## config.mk

```make
export PLATFORM = sky130hd
export DESIGN_NAME = tea1_keystream_generator
export DESIGN_NICKNAME = d
export VERILOG_FILES = /design/src/rtl/tea1_pkg.sv /design/src/rtl/tea1_key_step.sv /design/src/rtl/tea1_round.sv /design/src/rtl/tea1_ctrl.sv /design/src/rtl/tea1_keystream_generator.sv
export SDC_FILE = /design/constraint.sdc
export NUM_CORES = 1
export LEC_CHECK = 0
export BUFFER_PORTS_ARGS = -buffer_cell sky130_fd_sc_hd__buf_2
export CORE_MARGIN = 2
export CORE_UTILIZATION = 55
export DETAILED_ROUTE_END_ITERATION = 7
export PLACE_DENSITY = 0.74
export RECOVER_POWER = 50
export SYNTH_ARGS = -nofsm -noshare
export SYNTH_HDL_FRONTEND = slang
export SYNTH_SLANG_ARGS = --single-unit
```

## constraint.sdc

```tcl
create_clock -name i_clk -period 13.8 [get_ports i_clk]
set_clock_uncertainty 0.05 [all_clocks]
set_input_delay 2.07 -clock i_clk [delete_from_list [all_inputs] [get_ports i_clk]]
set_output_delay 2.07 -clock i_clk [all_outputs]
set_load 0.02 [all_outputs]
```

## src/rtl/tea1_pkg.sv

```systemverilog
// Shared types, constants and round functions of the TEA1 keystream generator.
// Holds the S-box, the filter rows, the bit permutation and the frame expansion.
// No dependencies.
`timescale 1ns / 1ps
`default_nettype none

package tea1_pkg;

    localparam int unsigned IV_W       = 64;
    localparam int unsigned KEY_W      = 32;
    localparam int unsigned KEY_IN_W   = 80;
    localparam int unsigned FN_W       = 32;
    localparam int unsigned COUNT_W    = 7;
    localparam int unsigned ROUND_W    = 6;
    localparam int unsigned FOLD_STEPS = 10;
    localparam int unsigned FOLD_W     = 4;

    // Configuration register indexes.
    localparam logic CFG_KEY_UPPER = 1'b0;
    localparam logic CFG_KEY_LOWER = 1'b1;

    localparam logic [31:0] IV_XOR_CONST = 32'h9672_4FA1;

    // Filter rows, index 0 in the lowest bits.
    localparam logic [7:0][15:0] LUT_LO = {
        16'h93E2, 16'hC671, 16'h974C, 16'h8C6B,
        16'h2BC6, 16'h29B5, 16'h85E9, 16'hDA86
    };
    localparam logic [7:0][15:0] LUT_HI = {
        16'h9C47, 16'hC62B, 16'hEC92, 16'h2B9C,
        16'hC671, 16'hE985, 16'h791A, 16'h85D6
    };

    localparam logic [7:0] SBOX [256] = '{
        8'h9B, 8'hF8, 8'h3B, 8'h72, 8'h75, 8'h62, 8'h88, 8'h22,
        8'hFF, 8'hA6, 8'h10, 8'h4D, 8'hA9, 8'h97, 8'hC3, 8'h7B,
        8'h9F, 8'h78, 8'hF3, 8'hB6, 8'hA0, 8'hCC, 8'h17, 8'hAB,
        8'h4A, 8'h41, 8'h8D, 8'h89, 8'h25, 8'h87, 8'hD3, 8'hE3,
        8'hCE, 8'h47, 8'h35, 8'h2C, 8'h6D, 8'hFC, 8'hE7, 8'h6A,
        8'hB8, 8'hB7, 8'hFA, 8'h8B, 8'hCD, 8'h74, 8'hEE, 8'h11,
        8'h23, 8'hDE, 8'h39, 8'h6C, 8'h1E, 8'h8E, 8'hED, 8'h30,
        8'h73, 8'hBE, 8'hBB, 8'h91, 8'hCA, 8'h69, 8'h60, 8'h49,
        8'h5F, 8'hB9, 8'hC0, 8'h06, 8'h34, 8'h2A, 8'h63, 8'h4B,
        8'h90, 8'h28, 8'hAC, 8'h50, 8'hE4, 8'h6F, 8'h36, 8'hB0,
        8'hA4, 8'hD2, 8'hD4, 8'h96, 8'hD5, 8'hC9, 8'h66, 8'h45,
        8'hC5, 8'h55, 8'hDD, 8'hB2, 8'hA1, 8'hA8, 8'hBF, 8'h37,
        8'h32, 8'h2B, 8'h3E, 8'hB5, 8'h5C, 8'h54, 8'h67, 8'h92,
        8'h56, 8'h4C, 8'h20, 8'h6B, 8'h42, 8'h9D, 8'hA7, 8'h58,
        8'h0E, 8'h52, 8'h68, 8'h95, 8'h09, 8'h7F, 8'h59, 8'h9C,
        8'h65, 8'hB1, 8'h64, 8'h5E, 8'h4F, 8'hBA, 8'h81, 8'h1C,
        8'hC2, 8'h0C, 8'h02, 8'hB4, 8'h31, 8'h5B, 8'hFD, 8'h1D,
        8'h0A, 8'hC8, 8'h19, 8'h8F, 8'h83, 8'h8A, 8'hCF, 8'h33,
        8'h9E, 8'h3A, 8'h80, 8'hF2, 8'hF9, 8'h76, 8'h26, 8'h44,
        8'hF1, 8'hE2, 8'hC4, 8'hF5, 8'hD6, 8'h51, 8'h46, 8'h07,
        8'h14, 8'h61, 8'hF4, 8'hC1, 8'h24, 8'h7A, 8'h94, 8'h27,
        8'h00, 8'hFB, 8'h04, 8'hDF, 8'h1F, 8'h93, 8'h71, 8'h53,
        8'hEA, 8'hD8, 8'hBD, 8'h3D, 8'hD0, 8'h79, 8'hE6, 8'h7E,
        8'h4E, 8'h9A, 8'hD7, 8'h98, 8'h1B, 8'h05, 8'hAE, 8'h03,
        8'hC7, 8'hBC, 8'h86, 8'hDB, 8'h84, 8'hE8, 8'hD1, 8'hF7,
        8'h16, 8'h21, 8'h6E, 8'hE5, 8'hCB, 8'hA3, 8'h1A, 8'hEC,
        8'hA2, 8'h7D, 8'h18, 8'h85, 8'h48, 8'hDA, 8'hAA, 8'hF0,
        8'h08, 8'hC6, 8'h40, 8'hAD, 8'h57, 8'h0D, 8'h29, 8'h82,
        8'h7C, 8'hE9, 8'h8C, 8'hFE, 8'hDC, 8'h0F, 8'h2D, 8'h3C,
        8'h2E, 8'hF6, 8'h15, 8'h2F, 8'hAF, 8'hE1, 8'hEB, 8'h3F,
        8'h99, 8'h43, 8'h13, 8'h0B, 8'hE0, 8'hA5, 8'h12, 8'h77,
        8'h5D, 8'hB3, 8'h38, 8'hD9, 8'hEF, 8'h5A, 8'h01, 8'h70
    };

    typedef enum logic [1:0] {
        ST_IDLE,
        ST_FOLD,
        ST_ROUND,
        ST_OUT
    } t_state;

    // Datapath strobes from the sequencer.
    typedef struct packed {
        logic load;
        logic fold_en;
        logic round_en;
    } t_ctrl;

    // Each result bit picks one bit of its row with a 4-bit selector taken from
    // both bytes of the word, the window sliding one bit per result bit.
    function automatic logic [7:0] filter_word(input logic [15:0] w,
                                               input logic [7:0][15:0] lut);
        logic [7:0] lo;
        logic [7:0] hi;
        logic [3:0] sel;
        logic [7:0] res;
        lo = w[7:0];
        hi = w[15:8];
        res = '0;
        for (int b = 0; b < 8; b++) begin
            sel = {hi[(b + 2) % 8], hi[(b + 1) % 8], lo[b], lo[(b + 7) % 8]};
            res[b] = lut[b][sel];
        end
        return res;
    endfunction

    function automatic logic [7:0] permute_byte(input logic [7:0] v);
        return {v[3], v[0], v[4], v[7], v[1], v[5], v[6], v[2]};
    endfunction

    function automatic logic [63:0] expand_frame(input logic [31:0] fn);
        logic [31:0] x;
        logic [63:0] q;
        x = fn ^ IV_XOR_CONST;
        x = {x[23:0], x[31:24]};
        q = {fn, x};
        return {q[7:0], q[63:8]};
    endfunction

endpackage

`default_nettype wire

```

## src/rtl/tea1_key_step.sv

```systemverilog
// One S-box feedback step of the key register, shared by key folding and rounds.
// Depends on tea1_pkg.
`timescale 1ns / 1ps
`default_nettype none

module tea1_key_step (
    input  wire logic [31:0] i_acc,
    input  wire logic [7:0]  i_key_byte,
    output logic      [7:0]  o_sbox_out,
    output logic      [31:0] o_acc_next
);

    logic [7:0] w_index;

    assign w_index    = i_acc[31:24] ^ i_key_byte ^ i_acc[7:0];
    assign o_sbox_out = tea1_pkg::SBOX[w_index];
    assign o_acc_next = {i_acc[23:0], o_sbox_out};

endmodule

`default_nettype wire

```

## src/rtl/tea1_round.sv

```systemverilog
// State register update of one round: two filtered words, a permuted byte and
// the key S-box output fed back. Depends on tea1_pkg.
`timescale 1ns / 1ps
`default_nettype none

module tea1_round (
    input  wire logic [63:0] i_iv,
    input  wire logic [7:0]  i_sbox_out,
    output logic      [63:0] o_iv_next
);

    logic [7:0] w_mix;
    logic [7:0] w_fb;

    assign w_mix = tea1_pkg::filter_word(i_iv[23:8], tea1_pkg::LUT_LO);
    assign w_fb  = tea1_pkg::filter_word(i_iv[55:40], tea1_pkg::LUT_HI)
                 ^ i_iv[63:56]
                 ^ tea1_pkg::permute_byte(i_iv[39:32])
                 ^ i_sbox_out;

    // Shift up one byte, mix lands on bits 39..32, feedback fills the low byte.
    assign o_iv_next = {i_iv[55:32], i_iv[31:24] ^ w_mix, i_iv[23:0], w_fb};

endmodule

`default_nettype wire

```

## src/rtl/tea1_ctrl.sv

```systemverilog
// Sequencer: key fold steps, round counting, byte counting and both handshakes.
// Depends on tea1_pkg.
`timescale 1ns / 1ps
`default_nettype none

module tea1_ctrl #(
    parameter int unsigned MAX_BYTES    = 64,
    parameter int unsigned FIRST_ROUNDS = 54,
    parameter int unsigned NEXT_ROUNDS  = 19
) (
    input  wire logic                            i_clk,
    input  wire logic                            i_rst_n,
    input  wire logic                            i_s_tvalid,
    input  wire logic [tea1_pkg::COUNT_W-1:0]    i_byte_count,
    output logic                                 o_s_tready,
    output logic                                 o_m_tvalid,
    input  wire logic                            i_m_tready,
    output logic                                 o_m_tlast,
    output tea1_pkg::t_ctrl                      o_ctrl
);

    tea1_pkg::t_state r_state, n_state;
    logic [tea1_pkg::FOLD_W-1:0]  r_fold_cnt;
    logic [tea1_pkg::ROUND_W-1:0] r_round_left;
    logic [tea1_pkg::COUNT_W-1:0] r_bytes_left;
    logic [tea1_pkg::COUNT_W-1:0] w_count;
    logic                         w_in_acc;
    logic                         w_out_acc;

    assign w_in_acc  = i_s_tvalid && o_s_tready;
    assign w_out_acc = o_m_tvalid && i_m_tready;
    assign w_count   = (i_byte_count > tea1_pkg::COUNT_W'(MAX_BYTES))
                     ? tea1_pkg::COUNT_W'(MAX_BYTES) : i_byte_count;

    always_comb begin
        n_state = r_state;
        unique case (r_state)
            tea1_pkg::ST_IDLE: begin
                if (w_in_acc && (w_count != '0)) begin
                    n_state = tea1_pkg::ST_FOLD;
                end
            end
            tea1_pkg::ST_FOLD: begin
                if (r_fold_cnt == '0) begin
                    n_state = tea1_pkg::ST_ROUND;
                end
            end
            tea1_pkg::ST_ROUND: begin
                if (r_round_left == tea1_pkg::ROUND_W'(1)) begin
                    n_state = tea1_pkg::ST_OUT;
                end
            end
            tea1_pkg::ST_OUT: begin
                if (w_out_acc) begin
                    n_state = (r_bytes_left != '0) ? tea1_pkg::ST_ROUND : tea1_pkg::ST_IDLE;
                end
            end
            default: n_state = tea1_pkg::ST_IDLE;
        endcase
    end

    always_comb begin
        o_s_tready      = (r_state == tea1_pkg::ST_IDLE);
        o_m_tvalid      = (r_state == tea1_pkg::ST_OUT);
        o_m_tlast       = (r_bytes_left == '0);
        o_ctrl.load     = w_in_acc;
        o_ctrl.fold_en  = (r_state == tea1_pkg::ST_FOLD);
        o_ctrl.round_en = (r_state == tea1_pkg::ST_ROUND);
    end

    always_ff @(posedge i_clk) begin
        if (!i_rst_n) begin
            r_state      <= tea1_pkg::ST_IDLE;
            r_fold_cnt   <= '0;
            r_round_left <= '0;
            r_bytes_left <= '0;
        end else begin
            r_state <= n_state;
            unique case (r_state)
                tea1_pkg::ST_IDLE: begin
                    if (w_in_acc) begin
                        r_fold_cnt   <= tea1_pkg::FOLD_W'(tea1_pkg::FOLD_STEPS - 1);
                        r_bytes_left <= w_count;
                        r_round_left <= '0;
                    end
                end
                tea1_pkg::ST_FOLD: begin
                    r_fold_cnt <= r_fold_cnt - 1'b1;
                    if (r_fold_cnt == '0) begin
                        r_round_left <= tea1_pkg::ROUND_W'(FIRST_ROUNDS);
                    end
                end
                tea1_pkg::ST_ROUND: begin
                    r_round_left <= r_round_left - 1'b1;
                    // count the byte in its last round, so tlast is ready when it is offered
                    if (r_round_left == tea1_pkg::ROUND_W'(1)) begin
                        r_bytes_left <= r_bytes_left - 1'b1;
                    end
                end
                tea1_pkg::ST_OUT: begin
                    if (w_out_acc && (r_bytes_left != '0)) begin
                        r_round_left <= tea1_pkg::ROUND_W'(NEXT_ROUNDS);
                    end
                end
                default: ;
            endcase
        end
    end

endmodule

`default_nettype wire

```

## src/rtl/tea1_keystream_generator.sv

```systemverilog
// TEA1 keystream generator top level: key registers, state and key datapath.
// Depends on tea1_pkg, tea1_ctrl, tea1_key_step and tea1_round.
//
// Usage:
//   Write the 80-bit key through the configuration port while the block is idle:
//   index 0 takes key bytes 0 and 1, index 1 takes key bytes 2 to 9.
//   Each input beat carries a frame number and a byte count (saturated to
//   MAX_BYTES). The block then sends that many keystream bytes on the master
//   side, tlast high on the final one. A zero count sends nothing.
//   Steps per request: accept, 10 key fold steps, FIRST_ROUNDS rounds before the
//   first byte and NEXT_ROUNDS before each later byte, one round per cycle
//   through the shared S-box step and round unit. Each byte is held on the
//   master side until the receiver takes it.
//   o_s_tready is high only while idle; one request is worked on at a time.
//   When the receiver stalls, the byte is held on o_m_tdata and the rounds wait.
//   Reset clears the key registers and returns the sequencer to idle.
`timescale 1ns / 1ps
`default_nettype none

module tea1_keystream_generator #(
    parameter int unsigned MAX_BYTES    = 64,
    parameter int unsigned FIRST_ROUNDS = 54,
    parameter int unsigned NEXT_ROUNDS  = 19
) (
    input  wire logic        i_clk,
    input  wire logic        i_rst_n,
    input  wire logic        i_cfg_we,
    input  wire logic        i_cfg_index,
    input  wire logic [63:0] i_cfg_data,
    input  wire logic        i_s_tvalid,
    output logic             o_s_tready,
    input  wire logic [39:0] i_s_tdata,   // frame_number [31:0], byte_count [38:32], zero [39]
    output logic             o_m_tvalid,
    input  wire logic        i_m_tready,
    output logic      [7:0]  o_m_tdata,   // keystream_byte [7:0]
    output logic             o_m_tlast    // last_byte
);

    logic [15:0]                     r_key_upper;
    logic [63:0]                     r_key_lower;
    logic [tea1_pkg::IV_W-1:0]       r_iv;
    logic [tea1_pkg::KEY_W-1:0]      r_key;
    logic [tea1_pkg::KEY_IN_W-1:0]   r_fold_key;

    tea1_pkg::t_ctrl                 w_ctrl;
    logic [7:0]                      w_key_byte;
    logic [7:0]                      w_sbox_out;
    logic [tea1_pkg::KEY_W-1:0]      w_key_next;
    logic [tea1_pkg::IV_W-1:0]       w_iv_next;

    always_ff @(posedge i_clk) begin
        if (!i_rst_n) begin
            r_key_upper <= '0;
            r_key_lower <= '0;
        end else if (i_cfg_we) begin
            unique case (i_cfg_index)
                tea1_pkg::CFG_KEY_UPPER: r_key_upper <= i_cfg_data[15:0];
                tea1_pkg::CFG_KEY_LOWER: r_key_lower <= i_cfg_data;
                default: ;
            endcase
        end
    end

    tea1_ctrl #(
        .MAX_BYTES    (MAX_BYTES),
        .FIRST_ROUNDS (FIRST_ROUNDS),
        .NEXT_ROUNDS  (NEXT_ROUNDS)
    ) u_ctrl (
        .i_clk        (i_clk),
        .i_rst_n      (i_rst_n),
        .i_s_tvalid   (i_s_tvalid),
        .i_byte_count (i_s_tdata[38:32]),
        .o_s_tready   (o_s_tready),
        .o_m_tvalid   (o_m_tvalid),
        .i_m_tready   (i_m_tready),
        .o_m_tlast    (o_m_tlast),
        .o_ctrl       (w_ctrl)
    );

    // key bytes enter the fold one per cycle, byte 0 first; rounds add none
    assign w_key_byte = w_ctrl.fold_en ? r_fold_key[79:72] : 8'h00;

    tea1_key_step u_key_step (
        .i_acc      (r_key),
        .i_key_byte (w_key_byte),
        .o_sbox_out (w_sbox_out),
        .o_acc_next (w_key_next)
    );

    tea1_round u_round (
        .i_iv       (r_iv),
        .i_sbox_out (w_sbox_out),
        .o_iv_next  (w_iv_next)
    );

    always_ff @(posedge i_clk) begin
        if (w_ctrl.load) begin
            r_iv       <= tea1_pkg::expand_frame(i_s_tdata[31:0]);
            r_key      <= '0;
            r_fold_key <= {r_key_upper, r_key_lower};
        end else if (w_ctrl.fold_en) begin
            r_key      <= w_key_next;
            r_fold_key <= {r_fold_key[71:0], 8'h00};
        end else if (w_ctrl.round_en) begin
            r_key <= w_key_next;
            r_iv  <= w_iv_next;
        end
    end

    assign o_m_tdata = r_iv[63:56];

    // never ready for input while a byte is on offer
    a_ready_valid_excl: assert property (@(posedge i_clk) disable iff (!i_rst_n)
        !(o_s_tready && o_m_tvalid))
        else $error("input ready while output valid");

    a_zero_count_idle: assert property (@(posedge i_clk) disable iff (!i_rst_n)
        (i_s_tvalid && o_s_tready && (i_s_tdata[38:32] == 7'd0)) |=> o_s_tready)
        else $error("zero byte count left the block busy");

    a_last_to_idle: assert property (@(posedge i_clk) disable iff (!i_rst_n)
        (o_m_tvalid && i_m_tready && o_m_tlast) |=> o_s_tready)
        else $error("block not idle after the last byte");

    a_more_rounds: assert property (@(posedge i_clk) disable iff (!i_rst_n)
        (o_m_tvalid && i_m_tready && !o_m_tlast) |=> (!o_m_tvalid && !o_s_tready))
        else $error("next byte offered without rounds in between");

endmodule

`default_nettype wire
```

# ---- Word-level counts from Yosys, hierarchy flattened
# Memories as Yosys holds them, arrays and structs flattened. A register that Yosys moved wholly into a read port is not among the register bits.
# Index checks and enable logic that the tools add are counted.
# W data, S select, Z words.
dict set report word_totals {
  wordCells 146
  regBits 275
  n_memories 17
  romBits 2304
  in_bits 110
}
dict set report op_classes {
  add_sub_neg 3
  magnitude_cmp 18
  eq_ne 11
  bitwise_logic 9
  n_mux 58
  n_reduce_logical 21
}
# name depth word_bits rd rd_clocked_by_memory_dff write_ports line
set memory_table {}
lappend memory_table {{(no name shown)} 256 8 1 0 0 tea1_key_step.sv:16} ;# assign o_sbox_out = tea1_pkg::SBOX[w_index];
lappend memory_table {{(no name shown)} 16 1 1 1 0 tea1_pkg.sv:96} ;# res[b] = lut[b][sel];
lappend memory_table {{(no name shown)} 16 1 1 1 0 tea1_pkg.sv:96}
lappend memory_table {{(no name shown)} 16 1 1 1 0 tea1_pkg.sv:96}
lappend memory_table {{(no name shown)} 16 1 1 1 0 tea1_pkg.sv:96}
lappend memory_table {{(no name shown)} 16 1 1 1 0 tea1_pkg.sv:96}
lappend memory_table {{11 more memories} n/a n/a n/a n/a n/a n/a}
# op count
set op_table {}
lappend op_table {{$mux W64} 3}
lappend op_table {{$mux W80} 2}
lappend op_table {{$lt A4 B5 Y1 const B} 16}
lappend op_table {{$mux W4} 17}
lappend op_table {{$mux W32} 2}
lappend op_table {{$xor A8 B8 Y8} 6}
lappend op_table {{$mux W8} 3}
lappend op_table {{$pmux W6 S4} 1}
lappend op_table {{$mux W7} 3}
lappend op_table {{$mux W6} 3}
lappend op_table {{$mux W1} 16}
lappend op_table {{$not A16 Y16} 1}
lappend op_table {{$pmux W7 S2} 1}
lappend op_table {{$reduce_bool A7 Y1} 2}
lappend op_table {{$mux W2} 5}
lappend op_table {{$ne A2 B2 Y1 const B} 5}
lappend op_table {{$reduce_bool A2 Y1} 5}
lappend op_table {{$ge A9 B9 Y1 const B} 1}
lappend op_table {{$not A8 Y9} 1}
lappend op_table {{$pmux W2 S4} 1}
lappend op_table {{$pmux W4 S2} 1}
lappend op_table {{$reduce_and A2 Y1} 4}
lappend op_table {{$gt A7 B7 Y1 const B} 1}
lappend op_table {{$logic_not A7 Y1} 1}
lappend op_table {{other kinds (13)} 19}

# ---- Logic depth before layout (Yosys ltp)
# Gate-level depths: netlist of run 1.
dict set report logic_depth {
  word_depth 13
  depth_mapped 17
}

# ---- By module
# A second synthesis of run 1 with hierarchy kept.
dict set report unflattened {
  cells_unflattened 1773
  hier_area_um2 17331.6
}
# module cells_per_inst area_each_um2 n_inst seq_area_each_um2
set modules_own_cells {}
lappend modules_own_cells {tea1_keystream_generator 876 10661.5 1 6566.3}
lappend modules_own_cells {tea1_key_step 584 3923.8 1 0.0}
lappend modules_own_cells {tea1_round 161 1500.2 1 0.0}
lappend modules_own_cells {tea1_ctrl 152 1246.2 1 380.4}

# ---- Worst setup path before layout of run 1
# No wires, ideal clock.
dict set report synth_path {
  path_kind {input to register}
  startpoint {input port i_s_tvalid}
  endpoint {register u_round.w_mix[4] (netlist name)}
  stages 9
  setup_ps 132
  path_buffers 2
  t_arrival_ps 6122
  slack_ps 7496
  t_required_ps 13618
  path_cell_list {nand2_1 -> a21oi_1 -> clkbuf_1 -> clkbuf_1 -> a31oi_1 -> ha_1 -> mux2i_1 -> nand2_1 -> o21ai_0}
}
# item line
set synth_lines {}
lappend synth_lines {{start: declaration} tea1_keystream_generator.sv:30} ;# input wire logic i_s_tvalid,

==> out/results.tsv, run 1 <==
metric	value	unit
tns	0	ps
cts_root_buffer	clkbuf_16	
rsz0062_at_grt	false	
post-place-ws	7970	ps
slew_violations	512	
drive_above_1_share	11.2	%
grt_max_degree	105	
io_pins	121	
cts_num_sinks	291	
fin_crit	8110	ps
netlist_instances	1973	
r2r-start	u_ctrl.r_state[1]	
cts_max_level	1	
dr.pass1.iters	5	
dieHeight	179	um
multiInputGateArea	8730	um^2
fin_cells	2415	
critPathTopFamily	buffers and inverters	
core_area	29800	um^2
track_usage	31.0	%
hpwl	32900	um
crit_arrival	8480	ps
slowest_stage	clkbuf_1	
route.detailed.wl_per_inst	20.8	um
initial_core_util	56.3	%
start_kind	input pin	
seq_area_frac_synth	43.3	%
holdWs	404	ps
ys_warn_count	0	
grt_pass1_wl	77700	um
postCtsResizedCells	0	
cp.required	14170	ps
crit_buf_inv	4	
synth_edf_count	144	
worstPathCellList	clkbuf_1, nand2_1, a21oi_1, clkbuf_1, buf_4, nor2_1, a31oi_1, inv_1, ha_1, mux2_2, nand2_1, o21ai_0	
synth_nets	2139	
path_max_fanout	63	
clockBufferDepth	3	
clk_latency	570	ps
max_freq	123	MHz
postCtsSetupBuffers	0	
outcome	finished, violations left	
drc	0	
cp_slowest_stage_delay	1780	ps
worst_slack	5690	ps
ys_ff_latch	291	
antennaDiodeCount	0	
mostFrequentLayoutCell	nand2_1	
port_buffers	119	
min_path_type	flop to flop	
synth_area	16800	um^2
drtAntennaViolNets	0	
setup_violations	0	
die_w	179	um
worstMarginPinSlew	4660	ps
syn_to_final_growth	10.2	%
cts_made_buffers	30	
nFillCells	2586	
synthFlopType	dfxtp_1	
clk_pin_slew	60	ps
syn_area_per_cell	8.50	um^2
critical_path_class	input pin to flop	
dp_cells	2359	
violations	max-capacitance violations, max-slew violations	
viasPerCell	6.24	
drtIter0Drc	1538	
final_cell_mix	nand2_1, a21oi_1, dfxtp_1	
hp-start	r_key_lower[4]	
ys_types	81	
regArea	7270	um^2
grt_pass1_vias	14100	
place.gp.congestion	0.958	
relSlewSlack	-211	%
holdBufCountCts	0	
cts_tree	yes	
die_area	31900	um^2
async_reset_ff_share	0	%
antenna_found_initial	0	
crit_start	i_s_tvalid	
rows	63	
finalCritPeriodShare	58.8	%
drv_cap	8	
nets	2167	
grt_overflow	0	
critPathCaptureType	flop	
vias	15100	
hold_viol	0	
drt-total-wl	50100	um
through the flow:
stage	util, %	area [um^2]
after floorplan	-	16800
after global placement	58.7	17500
after detailed placement	58.7	17500
after CTS	62.3	18500
after global routing	62.0	18500
final	62.0	18500
final timing paths:
path	endpoint	slack (ps)	cells after the start
min reg2reg	r_key_lower[4]	400	2
min	r_key_lower[4]	400	2
max reg2reg	r_iv[0]	6930	8
max	u_round.w_mix[5]	5690	12
layer usage:
layer	part of all wire [%]	wire length (um)	track usage, %
met1	43	21700	43.9
met2	46	22900	49.4
met3	8.0	4010	4.45
met4	3.1	1570	9.18
met5	0	0	0
state kept, by name (all words and copies together), names as in the netlist, named ones only:
| signal | flops |
|---|---|
| r_fold_key | 80 |
| r_iv | 64 |
| r_key_lower | 64 |
| r_key | 32 |
| r_key_upper | 16 |
| u_round.w_mix | 8 |
| u_ctrl.r_bytes_left | 7 |
| u_ctrl.r_round_left | 6 |
| u_ctrl.r_fold_cnt | 4 |
| u_ctrl.r_state | 2 |
worst min-delay path: cells and delay by family, from the launching register on:
kind	cells	cell delay [ps]
AO/OA/AOI/OAI	1	50
flip-flops	1	300
AND/OR/NAND/NOR	1	50
final cells by class:
cell class / count / area share [%]
sequential: 291 / 39.3
timing repair buffer: 151 / 4.33
inverter: 37 / 0.751
clock buffer: 43 / 4.65
multi-input combinational: 1490 / 47.3
tap: 390 / 2.64
clock inverter: 13 / 1.05
cell usage after synthesis, drive strengths merged, types with 4 or more instances:
cell type  count  area share [%]
a211o         12            0.63
a211oi        34             1.6
a21boi         5            0.22
a21o          21            0.94
a21oi        181             5.4
a221oi        10            0.52
a22oi          4            0.18
a311o          6            0.36
a311oi        11            0.57
a31oi         18            0.67
a32oi          8            0.42
and2           7            0.26
and3          29             1.1
and3b          4            0.21
buf           56             2.0
clkbuf        99             2.2
dfxtp        147              18
edfxtp       144              26
ha            56             4.2
inv           37            0.83
mux2          13            0.87
mux2i         68             4.1
nand2        533              12
nand2b        14            0.52
nand3         36             1.1
nand4          7            0.26
nor2         123             2.8
nor3          29            0.90
nor4          10            0.37
o211a          4            0.24
o211ai        21            0.97
o21ai         80             2.4
o221ai         7            0.37
o311ai        11            0.57
o31a           4            0.21
o31ai         10            0.48
o32ai          4            0.21
or3            6            0.22
or4            4            0.18
xnor2         32             2.2
xor2          17             1.0
kinds of logic after synthesis:
logic type | Yosys count | synth area share (%)
compound gates | 491 | 19.1
xor+xnor | 49 | 3.23
fa+ha+maj | 56 | 4.18
buf+inv | 192 | 5.04
flops | 291 | 43.3
mux | 81 | 4.93
simple gates | 813 | 20.2
Power of run 1 is left out: the tool's default activity adds up to more than one toggle a clock period on the data nets, which glitch-free logic cannot reach.
==> run 2, diff against run 1 <==
==> constraint.sdc (replaced) <==
create_clock -name i_clk -period 7.5 [get_ports i_clk]
set_clock_uncertainty 0.05 [all_clocks]
set_input_delay 1.125 -clock i_clk [delete_from_list [all_inputs] [get_ports i_clk]]
set_output_delay 1.125 -clock i_clk [all_outputs]
set_load 0.02 [all_outputs]
==> run 2 against run 1 <==
Net effect: the flow still finishes with violations (max-capacitance violations, max-slew violations); register-to-register slack got worse by 4600 ps; setup slack got worse by 4100 ps; via count decreased by 0.14%; routed wire length increased by 0.19%; critical path depth decreased by 1; clock-buffer cell count decreased by 5; sequential cell count unchanged; global-route usage increased by 0.16 points; hold slack got worse by 4.4 ps; non-clock buffer count decreased by 1; core utilization decreased by 0.11 points; design area decreased by 0.18%; largest cell class unchanged.
==> out/results.tsv, run 2 (synthesized netlist as in run 1, its figures left out) <==
metric	value	unit	change
cts_tree	yes		unchanged
grt_overflow	0		unchanged
relSlewSlack	-174	%	was -211%
drc	0		unchanged
largest_reg_flops	80		unchanged
path_max_fanout	39		was 63
clk_pin_slew	60	ps	about the same
worstMarginPinSlew	4120	ps	was 4660 ps
reg.largest.list	r_fold_key (80), r_iv (64), r_key_lower (64)		unchanged
vias	15000		was 15100
min_path_cells	2		unchanged
die_w	179	um	unchanged
critPathCaptureType	flop		unchanged
worstPathCellList	clkbuf_1, nand2_1, a21oi_1, clkbuf_1, nor2_1, a31oi_1, inv_1, ha_1, mux2_2, nand2_1, o21ai_0		was clkbuf_1, nand2_1, a21oi_1, clkbuf_1, buf_4, nor2_1, a31oi_1, inv_1, ha_1, mux2_2, nand2_1, o21ai_0
cp.required	7860	ps	was 14170 ps
nFillCells	2595		was 2586
nets	2166		was 2167
postCtsSetupBuffers	0		unchanged
crit_buf_inv	3		was 4
drtIter0Drc	1834		was 1538
clk_latency	560	ps	was 570 ps
critical_path_class	input pin to flop		unchanged
grt_pass1_vias	14200		was 14100
hold_viol	0		unchanged
track_usage	31.2	%	was 31.0%
ff2ff_path_depth	17		was 8
place.gp.congestion	1.00		was 0.958
violations	max-capacitance violations, max-slew violations		unchanged
dieHeight	179	um	unchanged
clockBufferDepth	3		unchanged
slew_violations	130		was 512
io_pins	121		unchanged
dr.pass1.iters	5		unchanged
core_area	29800	um^2	unchanged
route.detailed.wl_per_inst	20.8	um	about the same
holdBufCountCts	0		unchanged
slowest_stage	nand2_1		was clkbuf_1
hpwl	33500	um	was 32900 um
antenna_found_initial	0		unchanged
critPathTopFamily	buffers and inverters		unchanged
cp_slowest_stage_delay	1110	ps	was 1780 ps
cts_root_buffer	clkbuf_16		unchanged
viasPerCell	6.23		was 6.24
outcome	finished, violations left		unchanged
cts_max_level	1		unchanged
max_freq	169	MHz	
grt_pass1_wl	78000	um	was 77700 um
die_area	31900	um^2	unchanged
mostFrequentLayoutCell	nand2_1		unchanged
min_path_type	flop to flop		unchanged
rsz0062_at_grt	false		unchanged
drt-total-wl	50200	um	was 50100 um
grt_max_degree	89		was 105
initial_core_util	56.3	%	unchanged
cts_num_sinks	291		unchanged
finalCritPeriodShare	79.1	%	
crit_arrival	6290	ps	was 8480 ps
final_cell_mix	nand2_1, a21oi_1, dfxtp_1		unchanged
tns	0	ps	unchanged
rows	63		unchanged
path_depth	11		was 12
drtAntennaViolNets	0		unchanged
syn_to_final_growth	10.0	%	was 10.2%
drive_above_1_share	11.2	%	about the same
setup_violations	0		unchanged
port_buffers	119		unchanged
cts_made_buffers	30		unchanged
largest-register	r_fold_key		unchanged
postCtsResizedCells	0		unchanged
start_kind	input pin		unchanged
fin_crit	5930	ps	
drv_cap	2		was 8
## run 2: cell types whose count changed in the layout (fill, tap and decap cells not counted), sizes merged
| cell | change |
|---|---|
| clkbuf | -9 |
| clkinv | +8 |
| buf | +3 |
| clkinvlp | -3 |
| diode | +1 |
| inv | -1 |
## run 2: worst paths after layout
kind                           from                to  slack (ps)
hold reg to reg      r_key_lower[3]    r_key_lower[3]         400
setup / recovery         i_s_tvalid  u_round.w_mix[5]        1570
setup reg to reg  u_ctrl.r_state[1]           r_iv[1]        2310
hold / removal       r_key_lower[3]    r_key_lower[3]         400
## run 2: metrics by stage
step	std cells	utilization (%)	worst slack (ps)	hold WS (ps)	instance area [um^2]
2_1_floorplan	1973	-	2140	382	16800
4_1_cts	2413	62.1	2420	403	18500
3_3_place_gp	2358	58.8	2560	387	17500
3_5_place_dp	2358	58.8	2500	396	17500
5_1_grt	2413	61.9	1120	419	18400
6_report	2414	61.9	1570	399	18400
## run 2: layout make-up
class                           instances  area (um^2)  area share (%)
Multi-Input combinational cell       1490         8740            47.4
Sequential cell                       291         7270            39.4
Timing Repair Buffer                  150          830            4.50
Clock buffer                           38          801            4.34
Tap cell                              390          488            2.65
Clock inverter                         17          176           0.956
Inverter                               37          139           0.753
Antenna cell                            1         2.50          0.0136
## run 2: per-layer routing
metal	routed length (um)	track usage, %	vias to the layer above
li1	-	-	7042
met1	21400	43.9	7150
met2	22600	48.6	745
met3	4430	5.05	109
met4	1740	11.1	0
met5	0	0	-
## run 2: worst register-to-register path: cells and delay by family (launching register included)
kind,cells,cell delay [ps]
xor+xnor,1,300
mux,1,350
compound gates,4,850
buf+inv,5,1180
fa+ha+maj,2,730
flops,1,390
simple gates,4,1180
Power of run 2 is left out for the same reason.
